===== config.mk =====
export PLATFORM = sky130hd
export DESIGN_NAME = timed_message_delay_queue_top
export DESIGN_NICKNAME = d
export VERILOG_FILES = /design/src/sv/tmdq_pkg.sv /design/src/sv/tmdq_ctrl.sv /design/src/sv/tmdq_dp.sv /design/src/sv/timed_message_delay_queue_top.sv
export SDC_FILE = /design/constraint.sdc
export NUM_CORES = 1
export LEC_CHECK = 0
export ABC_CLOCK_PERIOD_IN_PS = 8400
export CAP_MARGIN = 25
export CORE_UTILIZATION = 65
export CTS_CLUSTER_DIAMETER = 30
export DETAILED_ROUTE_END_ITERATION = 8
export DONT_BUFFER_PORTS = 1
export HOLD_SLACK_MARGIN = 0.06
export PLACE_DENSITY_LB_ADDON = 0.3
export RECOVER_POWER = 50
export REMOVE_ABC_BUFFERS = 1
export SYNTH_ARGS = -nofsm -noshare
export SYNTH_HDL_FRONTEND = slang
export SYNTH_SLANG_ARGS = --single-unit

===== constraint.sdc =====
create_clock -name clock -period 8.4 [get_ports clock]
set_input_delay 0.84 -clock clock [delete_from_list [all_inputs] [get_ports clock]]
set_output_delay 0.84 -clock clock [all_outputs]
set_load 0.05 [all_outputs]

===== src/sv/tmdq_pkg.sv =====
// ----------------------------------------------------------------------------
// tmdq_pkg
// Shared constants, codes and control types of the timed message delay queue.
// ----------------------------------------------------------------------------
`default_nettype none

package tmdq_pkg;

   // default sizes
   localparam int DEFAULT_QUEUE_DEPTH = 16;
   localparam int DEFAULT_HANDLE_BITS = 16;

   // fixed field widths
   localparam int COUNTDOWN_BITS    = 8;
   localparam int DIR_BITS          = 2;
   localparam int HANDLE_FIELD_BITS = 16;
   localparam int CSR_ADDR_BITS     = 4;
   localparam int CSR_DATA_BITS     = 32;

   // latency register reset values
   localparam logic [COUNTDOWN_BITS-1:0] RESET_LAT_UPPER    = 8'd15;
   localparam logic [COUNTDOWN_BITS-1:0] RESET_LAT_TO_MEM   = 8'd5;
   localparam logic [COUNTDOWN_BITS-1:0] RESET_LAT_FROM_MEM = 8'd5;

   // register indexes
   localparam logic [1:0] REG_LAT_UPPER    = 2'd0;
   localparam logic [1:0] REG_LAT_TO_MEM   = 2'd1;
   localparam logic [1:0] REG_LAT_FROM_MEM = 2'd2;

   // item operation codes
   localparam logic OP_SEND = 1'b0;
   localparam logic OP_TICK = 1'b1;

   // result kind codes
   localparam logic KIND_DELIVER = 1'b0;
   localparam logic KIND_DROP    = 1'b1;

   // direction codes
   localparam logic [DIR_BITS-1:0] DIR_TO_UPPER = 2'd0;
   localparam logic [DIR_BITS-1:0] DIR_TO_MEM   = 2'd1;
   localparam logic [DIR_BITS-1:0] DIR_FROM_MEM = 2'd2;
   localparam logic [DIR_BITS-1:0] DIR_NONE     = 2'd3;

   // controller to datapath commands
   typedef struct packed {
      logic store;        // append the request message at the tail
      logic drop;         // capture the request message as a drop result
      logic tick_start;   // rewind the walk pointers
      logic walk_en;      // walk the queue one entry per cycle unless held by the output
      logic walk_finish;  // commit the survivor count
      logic flush;        // move the pending result to the output with last set
   } cmd_type;

   // datapath to controller status
   typedef struct packed {
      logic full;
      logic walk_done;
      logic pend_valid;
      logic out_free;
   } status_type;

endpackage

`default_nettype wire


===== src/sv/tmdq_ctrl.sv =====
// ----------------------------------------------------------------------------
// tmdq_ctrl
// Controller: takes request transfers, sequences the tick walk and the
// final result of a dropped send or of a tick.
// ----------------------------------------------------------------------------
`default_nettype none

module tmdq_ctrl
   import tmdq_pkg::*;
(
   input  wire logic                clock,
   input  wire logic                reset,
   input  wire logic                req_valid,
   input  wire logic                req_op,
   input  wire logic [DIR_BITS-1:0] req_direction,
   output logic                     req_stall,
   input  wire status_type          status,
   output cmd_type                  cmd
);

   typedef enum logic [1:0] {
      ST_IDLE,
      ST_WALK,
      ST_FLUSH
   } state_type;

   state_type state_ff;
   state_type state_in;

   logic accept;
   logic dir_ok;

   assign req_stall = (state_ff != ST_IDLE);
   assign accept    = req_valid && (state_ff == ST_IDLE);
   assign dir_ok    = (req_direction != DIR_NONE);

   // next state and commands
   always_comb begin
      state_in = state_ff;
      cmd      = '0;
      case (state_ff)
         ST_IDLE: begin
            if (accept) begin
               if (req_op == OP_TICK) begin
                  cmd.tick_start = 1'b1;
                  state_in       = ST_WALK;
               end else if (dir_ok) begin
                  if (status.full) begin
                     cmd.drop = 1'b1;
                     state_in = ST_FLUSH;
                  end else begin
                     cmd.store = 1'b1;
                  end
               end
            end
         end
         ST_WALK: begin
            cmd.walk_en = 1'b1;
            if (status.walk_done) begin
               cmd.walk_finish = 1'b1;
               state_in        = status.pend_valid ? ST_FLUSH : ST_IDLE;
            end
         end
         ST_FLUSH: begin
            if (status.out_free) begin
               cmd.flush = 1'b1;
               state_in  = ST_IDLE;
            end
         end
         default: begin
            state_in = ST_IDLE;
         end
      endcase
   end

   // state register
   always_ff @(posedge clock) begin
      if (reset) begin
         state_ff <= ST_IDLE;
      end else begin
         state_ff <= state_in;
      end
   end

endmodule

`default_nettype wire


===== src/sv/tmdq_dp.sv =====
// ----------------------------------------------------------------------------
// tmdq_dp
// Datapath: message memory, fill count, walk pointers, pending result and
// output register.
// ----------------------------------------------------------------------------
`default_nettype none

module tmdq_dp
   import tmdq_pkg::*;
#(
   parameter int QUEUE_DEPTH = DEFAULT_QUEUE_DEPTH,
   parameter int HANDLE_BITS = DEFAULT_HANDLE_BITS
) (
   input  wire logic                         clock,
   input  wire logic                         reset,
   input  wire cmd_type                      cmd,
   output status_type                        status,
   input  wire logic [DIR_BITS-1:0]          req_direction,
   input  wire logic [HANDLE_FIELD_BITS-1:0] req_block_handle,
   input  wire logic [COUNTDOWN_BITS-1:0]    lat_upper,
   input  wire logic [COUNTDOWN_BITS-1:0]    lat_to_mem,
   input  wire logic [COUNTDOWN_BITS-1:0]    lat_from_mem,
   output logic                              rsp_valid,
   input  wire logic                         rsp_stall,
   output logic                              rsp_kind,
   output logic [DIR_BITS-1:0]               rsp_out_direction,
   output logic [HANDLE_FIELD_BITS-1:0]      rsp_out_block_handle,
   output logic                              rsp_last
);

   localparam int AW = $clog2(QUEUE_DEPTH);
   localparam int CW = $clog2(QUEUE_DEPTH + 1);
   localparam int EW = COUNTDOWN_BITS + DIR_BITS + HANDLE_BITS;

   // message memory: countdown, direction, handle
   logic [EW-1:0] mem_ff [QUEUE_DEPTH];

   logic [CW-1:0] count_ff, count_in;
   logic [CW-1:0] rd_ff, rd_in;
   logic [CW-1:0] keep_ff, keep_in;

   logic          ev_valid_ff, ev_valid_in;
   logic [EW-1:0] ev_data_ff;

   logic                         pend_valid_ff, pend_valid_in;
   logic                         pend_kind_ff, pend_kind_in;
   logic [DIR_BITS-1:0]          pend_dir_ff, pend_dir_in;
   logic [HANDLE_FIELD_BITS-1:0] pend_handle_ff, pend_handle_in;

   logic                         out_valid_ff, out_valid_in;
   logic                         out_kind_ff, out_kind_in;
   logic [DIR_BITS-1:0]          out_dir_ff, out_dir_in;
   logic [HANDLE_FIELD_BITS-1:0] out_handle_ff, out_handle_in;
   logic                         out_last_ff, out_last_in;
   logic                         out_load;

   logic [COUNTDOWN_BITS-1:0] ev_cd;
   logic [DIR_BITS-1:0]       ev_dir;
   logic [HANDLE_BITS-1:0]    ev_handle;
   logic                      ev_expired;
   logic                      out_free;
   logic                      hold;
   logic                      advance;
   logic                      issue;
   logic                      eval;

   logic [COUNTDOWN_BITS-1:0] lat_sel;
   logic [COUNTDOWN_BITS-1:0] new_cd;

   logic          wr_en;
   logic [AW-1:0] wr_addr;
   logic [EW-1:0] wr_data;

   // fields of the entry under evaluation
   assign ev_cd      = ev_data_ff[EW-1 -: COUNTDOWN_BITS];
   assign ev_dir     = ev_data_ff[HANDLE_BITS +: DIR_BITS];
   assign ev_handle  = ev_data_ff[HANDLE_BITS-1:0];
   assign ev_expired = ev_valid_ff && (ev_cd == '0);

   // walk control: stall only when an expired entry must push out a pending one and the output is busy
   assign out_free = !out_valid_ff || !rsp_stall;
   assign hold     = ev_expired && pend_valid_ff && !out_free;
   assign advance  = cmd.walk_en && !hold;
   assign issue    = advance && (rd_ff != count_ff);
   assign eval     = advance && ev_valid_ff;

   // countdown of a new message from the latency register of its direction, decremented and floored at zero
   always_comb begin
      case (req_direction)
         DIR_TO_UPPER: lat_sel = lat_upper;
         DIR_TO_MEM:   lat_sel = lat_to_mem;
         default:      lat_sel = lat_from_mem;
      endcase
      new_cd = (lat_sel == '0) ? '0 : lat_sel - COUNTDOWN_BITS'(1);
   end

   // single memory write port: tail append or survivor compaction
   always_comb begin
      wr_en   = 1'b0;
      wr_addr = count_ff[AW-1:0];
      wr_data = {new_cd, req_direction, HANDLE_BITS'(req_block_handle)};
      if (cmd.store) begin
         wr_en = 1'b1;
      end else if (eval && !ev_expired) begin
         wr_en   = 1'b1;
         wr_addr = keep_ff[AW-1:0];
         wr_data = {ev_cd - COUNTDOWN_BITS'(1), ev_dir, ev_handle};
      end
   end

   always_ff @(posedge clock) begin
      if (wr_en) begin
         mem_ff[wr_addr] <= wr_data;
      end
      if (issue) begin
         ev_data_ff <= mem_ff[rd_ff[AW-1:0]];
      end
   end

   // pointers, pending result and output register
   always_comb begin
      count_in       = count_ff;
      rd_in          = rd_ff;
      keep_in        = keep_ff;
      ev_valid_in    = ev_valid_ff;
      pend_valid_in  = pend_valid_ff;
      pend_kind_in   = pend_kind_ff;
      pend_dir_in    = pend_dir_ff;
      pend_handle_in = pend_handle_ff;
      out_load       = 1'b0;
      out_kind_in    = out_kind_ff;
      out_dir_in     = out_dir_ff;
      out_handle_in  = out_handle_ff;
      out_last_in    = out_last_ff;

      if (cmd.store) begin
         count_in = count_ff + CW'(1);
      end

      if (cmd.drop) begin
         pend_valid_in  = 1'b1;
         pend_kind_in   = KIND_DROP;
         pend_dir_in    = req_direction;
         pend_handle_in = req_block_handle;
      end

      if (cmd.tick_start) begin
         rd_in         = '0;
         keep_in       = '0;
         ev_valid_in   = 1'b0;
         pend_valid_in = 1'b0;
      end

      if (advance) begin
         ev_valid_in = issue;
      end
      if (issue) begin
         rd_in = rd_ff + CW'(1);
      end

      if (eval) begin
         if (!ev_expired) begin
            keep_in = keep_ff + CW'(1);
         end else begin
            if (pend_valid_ff) begin
               out_load      = 1'b1;
               out_kind_in   = pend_kind_ff;
               out_dir_in    = pend_dir_ff;
               out_handle_in = pend_handle_ff;
               out_last_in   = 1'b0;
            end
            pend_valid_in  = 1'b1;
            pend_kind_in   = KIND_DELIVER;
            pend_dir_in    = ev_dir;
            pend_handle_in = HANDLE_FIELD_BITS'(ev_handle);
         end
      end

      if (cmd.walk_finish) begin
         count_in = keep_ff;
      end

      if (cmd.flush) begin
         out_load      = 1'b1;
         out_kind_in   = pend_kind_ff;
         out_dir_in    = pend_dir_ff;
         out_handle_in = pend_handle_ff;
         out_last_in   = 1'b1;
         pend_valid_in = 1'b0;
      end

      if (out_load) begin
         out_valid_in = 1'b1;
      end else if (out_valid_ff && !rsp_stall) begin
         out_valid_in = 1'b0;
      end else begin
         out_valid_in = out_valid_ff;
      end
   end

   always_ff @(posedge clock) begin
      if (reset) begin
         count_ff      <= '0;
         rd_ff         <= '0;
         keep_ff       <= '0;
         ev_valid_ff   <= 1'b0;
         pend_valid_ff <= 1'b0;
         out_valid_ff  <= 1'b0;
      end else begin
         count_ff      <= count_in;
         rd_ff         <= rd_in;
         keep_ff       <= keep_in;
         ev_valid_ff   <= ev_valid_in;
         pend_valid_ff <= pend_valid_in;
         out_valid_ff  <= out_valid_in;
      end
      pend_kind_ff   <= pend_kind_in;
      pend_dir_ff    <= pend_dir_in;
      pend_handle_ff <= pend_handle_in;
      out_kind_ff    <= out_kind_in;
      out_dir_ff     <= out_dir_in;
      out_handle_ff  <= out_handle_in;
      out_last_ff    <= out_last_in;
   end

   // status to the controller
   assign status.full       = (count_ff == CW'(QUEUE_DEPTH));
   assign status.walk_done  = !ev_valid_ff && (rd_ff == count_ff);
   assign status.pend_valid = pend_valid_ff;
   assign status.out_free   = out_free;

   assign rsp_valid            = out_valid_ff;
   assign rsp_kind             = out_kind_ff;
   assign rsp_out_direction    = out_dir_ff;
   assign rsp_out_block_handle = out_handle_ff;
   assign rsp_last             = out_last_ff;

endmodule

`default_nettype wire


===== src/sv/timed_message_delay_queue_top.sv =====
// Send: stored at the tail; a drop result is issued instead when the queue is full.
// Tick: one memory read per cycle while the walk is not held by a stalled result
// side, then a last evaluation and a commit, plus a flush of the final result
// when anything is delivered.
// Results leave through an output register, one per cycle at most.
// Reset (synchronous): queue empty, latencies 15, 5 and 5.
// ----------------------------------------------------------------------------
// timed_message_delay_queue_top
// Fixed-latency delay queue for cache messages with latency registers.
// ----------------------------------------------------------------------------
`default_nettype none

module timed_message_delay_queue_top
   import tmdq_pkg::*;
#(
   parameter int QUEUE_DEPTH = DEFAULT_QUEUE_DEPTH,
   parameter int HANDLE_BITS = DEFAULT_HANDLE_BITS
) (
   input  wire logic                         clock,
   input  wire logic                         reset,
   // request channel
   input  wire logic                         req_valid,
   output logic                              req_stall,
   input  wire logic                         req_op,
   input  wire logic [DIR_BITS-1:0]          req_direction,
   input  wire logic [HANDLE_FIELD_BITS-1:0] req_block_handle,
   // result channel
   output logic                              rsp_valid,
   input  wire logic                         rsp_stall,
   output logic                              rsp_kind,
   output logic [DIR_BITS-1:0]               rsp_out_direction,
   output logic [HANDLE_FIELD_BITS-1:0]      rsp_out_block_handle,
   output logic                              rsp_last,
   // register port
   input  wire logic                         psel,
   input  wire logic                         penable,
   input  wire logic                         pwrite,
   input  wire logic [CSR_ADDR_BITS-1:0]     paddr,
   input  wire logic [CSR_DATA_BITS-1:0]     pwdata,
   output logic [CSR_DATA_BITS-1:0]          prdata,
   output logic                              pready
);

   logic [COUNTDOWN_BITS-1:0] lat_upper_ff, lat_upper_in;
   logic [COUNTDOWN_BITS-1:0] lat_to_mem_ff, lat_to_mem_in;
   logic [COUNTDOWN_BITS-1:0] lat_from_mem_ff, lat_from_mem_in;

   logic       csr_write;
   logic [1:0] csr_index;

   cmd_type    cmd;
   status_type status;

   // latency registers
   assign pready    = 1'b1;
   assign csr_write = psel && penable && pwrite;
   assign csr_index = paddr[3:2];

   always_comb begin
      lat_upper_in    = lat_upper_ff;
      lat_to_mem_in   = lat_to_mem_ff;
      lat_from_mem_in = lat_from_mem_ff;
      if (csr_write) begin
         case (csr_index)
            REG_LAT_UPPER:    lat_upper_in    = pwdata[COUNTDOWN_BITS-1:0];
            REG_LAT_TO_MEM:   lat_to_mem_in   = pwdata[COUNTDOWN_BITS-1:0];
            REG_LAT_FROM_MEM: lat_from_mem_in = pwdata[COUNTDOWN_BITS-1:0];
            default: begin
            end
         endcase
      end
   end

   always_ff @(posedge clock) begin
      if (reset) begin
         lat_upper_ff    <= RESET_LAT_UPPER;
         lat_to_mem_ff   <= RESET_LAT_TO_MEM;
         lat_from_mem_ff <= RESET_LAT_FROM_MEM;
      end else begin
         lat_upper_ff    <= lat_upper_in;
         lat_to_mem_ff   <= lat_to_mem_in;
         lat_from_mem_ff <= lat_from_mem_in;
      end
   end

   // register read back
   always_comb begin
      case (csr_index)
         REG_LAT_UPPER:    prdata = CSR_DATA_BITS'(lat_upper_ff);
         REG_LAT_TO_MEM:   prdata = CSR_DATA_BITS'(lat_to_mem_ff);
         REG_LAT_FROM_MEM: prdata = CSR_DATA_BITS'(lat_from_mem_ff);
         default:          prdata = '0;
      endcase
   end

   tmdq_ctrl u_ctrl (
      .clock         (clock),
      .reset         (reset),
      .req_valid     (req_valid),
      .req_op        (req_op),
      .req_direction (req_direction),
      .req_stall     (req_stall),
      .status        (status),
      .cmd           (cmd)
   );

   tmdq_dp #(
      .QUEUE_DEPTH (QUEUE_DEPTH),
      .HANDLE_BITS (HANDLE_BITS)
   ) u_dp (
      .clock                (clock),
      .reset                (reset),
      .cmd                  (cmd),
      .status               (status),
      .req_direction        (req_direction),
      .req_block_handle     (req_block_handle),
      .lat_upper            (lat_upper_ff),
      .lat_to_mem           (lat_to_mem_ff),
      .lat_from_mem         (lat_from_mem_ff),
      .rsp_valid            (rsp_valid),
      .rsp_stall            (rsp_stall),
      .rsp_kind             (rsp_kind),
      .rsp_out_direction    (rsp_out_direction),
      .rsp_out_block_handle (rsp_out_block_handle),
      .rsp_last             (rsp_last)
   );

endmodule

`default_nettype wire

==> results.py <==
metrics = {
    "synthesis": {
        "synth_top_area_frac": 0.654,
        "netlist_area_sq_um": 21200,
        "async_reset_ff_frac": 0,
        "yosysTopAreaCell": "edfxtp_1",
        "synth_top_cells_by_area": "edfxtp_1, mux4_2, dfxtp_1",
        "ys_ff_latch": 525,
        "ys_seq_area_frac": 0.715,
        "ys_types": 63,
        "synth_ff_type": "edfxtp_1",
        "synth_edf_count": 461,
        "syn_area_per_cell_sq_um": 17.8,
        "yosys.cell_count.top_type": "edfxtp_1",
        "netlist_instances": 1186,
        "synth_commonest_cells": "edfxtp_1, mux4_2, nand2_1",
        "synth_warnings": 0,
    },
    "timing": {
        "slew_violations": 118,
        "setup_viol": 0,
        "setup_tns_ns": 0,
        "period_share": 0.629,
        "min_period_ns": 5.28,
        "finClkSkew_ns": 0.0259,
        "setup_slack_ns": 3.12,
        "final_hold_viol_count": 0,
        "relSlewSlack": -0.448,
        "clock.fmax_mhz": 189,
        "rsz0062_at_grt": "false",
        "worstMarginPinSlew_ns": 2.17,
    },
    "critical_path": {
        "worst_path_max_delay_cell": "clkbuf_1",
        "cp_common_cell": "buf_4",
        "cp.arrival_ns": 5.78,
        "worstSetupPathType": "flip-flop to flip-flop",
        "cp_max_fo": 28,
        "crit_path_start_kind": "flip-flop",
        "path_cells": "clkbuf_1 -> buf_4 -> xor2_1 -> nor3_1 -> a21o_4 -> inv_1 -> buf_4 -> nand2b_1 -> a21oi_1",
        "max_stage_delay_ns": 1.64,
        "end_kind": "flip-flop",
        "required_ns": 8.89,
    },
    "die": {
        "die_area_sq_um": 33300,
        "initial_core_util": 0.665,
        "fp.dieW_um": 182,
        "boundaryPins": 117,
        "placeableCoreArea_sq_um": 31800,
        "rows": 65,
        "die_h_um": 182,
    },
    "grt": {
        "track_usage": 0.317,
        "grt_pass1_vias": 11900,
        "antenna_found_initial": 0,
        "grt_pass1_wl_um": 74700,
        "grt_max_degree": 75,
        "overflow": 0,
    },
    "clock_network": {
        "clkTransAtPathRegs_ns": 0.05,
        "clk_path_buf_depth": 3,
        "post_cts_buffers": 0,
        "htree_levels": 3,
        "cts_sinks": 525,
        "cts_tree": "done",
        "cts_hold_buffers": 0,
        "cts_resized": 0,
        "root_buffer": "clkbuf_16",
        "clk_latency_ns": 0.59,
        "cts_buffers": 84,
    },
    "detailed_routing": {
        "dr.pass1.iters": 5,
        "drt_iter0_drc": 1397,
        "dr_total_vias": 11700,
        "avgViaCountPerCell": 6.71,
        "remaining_drc_errors": 0,
        "wl_per_cell_um": 29.3,
        "final_antenna_net_count": 0,
        "wirelength_um": 51200,
    },
    "pwr": {
        "total_leakage_power_nw": 7.96,
        "ir_worst_vdd_v": 0.000215,
        "cellPowerDensity_nw_per_um2": 267,
    },
    "finish": {
        "finish.net_count": 1318,
        "n_antenna_cell": 0,
        "fill_cells": 1610,
        "area_delta_synth_final_pct": 16.3,
        "drive_gt1_frac": 0.254,
    },
    "placement": {
        "dp_slack_ns": 4.60,
        "gp_congestion": 0.810,
        "dp_hpwl_um": 24300,
        "io_buffers": 0,
    },
    "run_status": {
        "status": "complete, but fails checks",
        "violations": "capacitance limit, slew limit",
    },
    "hold_path": {
        "hold_class": "input pin to flip-flop",
    },
    "run": {
        "max_cap_violations": 12,
    },
}
==> layer usage <==
metal  routed length, um  track usage  vias up  part of all wire
met2               25000        0.502      876              0.49
li1                    -            -     4804                 -
met5                   0            0        -                 0
met3                5780       0.0788      143              0.11
met4                1970        0.142        0             0.038
met1               18500        0.425     5906              0.36
==> registers in the layout, indices dropped and copies added, names as in the netlist, 5 cells and up <==
signal	cells
lat_to_mem_ff	8
lat_upper_ff	8
u_dp.rsp_out_block_handle	16
u_dp.ev_data_ff	26
u_dp.rd_ff	5
u_dp.count_ff	5
lat_from_mem_ff	8
u_dp.pend_handle_ff	16
u_dp.keep_ff	5
u_dp.mem_ff	416
==> critical path: cells and delay by family (launching register included) <==
family	cells	cell delay (ns)
flops	1	1.33
buf+inv	4	2.94
compound gates	2	0.47
xor+xnor	1	0.19
simple gates	2	0.21
==> where the power goes <==
part | internal [mW] | leakage [nW] | switching, mW
sequential | 2.89 | 4.69 | 0.0438
clock | 2.09 | 1.35 | 1.26
combinational | 0.105 | 1.92 | 0.184
total | 5.09 | 7.96 | 1.48
==> worst paths after layout <==
check                         start                           end  slack (ns)  cells past startpoint
max                   u_dp.rd_ff[0]                 u_dp.rd_ff[0]        3.12                      9
min                           reset              lat_to_mem_ff[5]        0.33                      1
max reg2reg           u_dp.rd_ff[0]                 u_dp.rd_ff[0]        3.12                      9
min reg2reg  u_dp.pend_handle_ff[6]  u_dp.rsp_out_block_handle[6]        0.43                      0
==> cells in the final DEF (no fill, tap or decap), types with 7 or more instances in the layout <==
cell          n
nor2_4       17
inv_6         8
clkinv_4      7
conb_1       25
a21oi_1      24
buf_4        17
ha_1          8
nor2b_1      10
inv_1        14
dfxtp_1      61
mux4_2      130
o21ai_0      13
edfxtp_1    461
mux2i_1      27
clkbuf_1     18
nand2_1     125
nand3_1      27
a31oi_1      24
clkinvlp_4    9
clkbuf_16    87
a211o_1       7
xnor2_1       9
clkinv_2     15
nor2_1       48
==> layout make-up <==
class	count	area (sq um)	share of cell area
Tap cell	435	544	0.0221
Timing Repair Buffer	40	430	0.0175
Sequential cell	525	15100	0.615
Inverter	14	52.6	0.00214
Clock buffer	96	2240	0.0911
Multi-Input combinational cell	583	5670	0.231
Clock inverter	55	529	0.0215
==> per-stage QoR <==
step / hold slack (ns) / util / power [mW] / instance area [sq um] / std cells
4_1_cts: 0.304 / 0.772 / 6.61 / 24500 / 1738
3_3_place_gp: 0.412 / 0.679 / 3.25 / 21600 / 1579
3_5_place_dp: 0.416 / 0.685 / 3.26 / 21800 / 1587
6_report: 0.332 / 0.774 / 6.57 / 24600 / 1748
2_1_floorplan: 0.408 / - / 3.19 / 20700 / 1122
5_1_grt: 0.318 / 0.774 / 6.75 / 24600 / 1748
==> cell families after synthesis <==
family                   Yosys count  share of synthesized area
flip-flops                       525                      0.715
AND/OR/NAND/NOR                  266                     0.0567
multiplexers                     166                      0.157
AO/OA/AOI/OAI                    103                     0.0331
buffers and inverters            101                     0.0268
XOR/XNOR                          15                    0.00621
adder cells (fa/ha/maj)            8                    0.00473
other                              2                   0.000355
(Power assumes the default switching activity.)
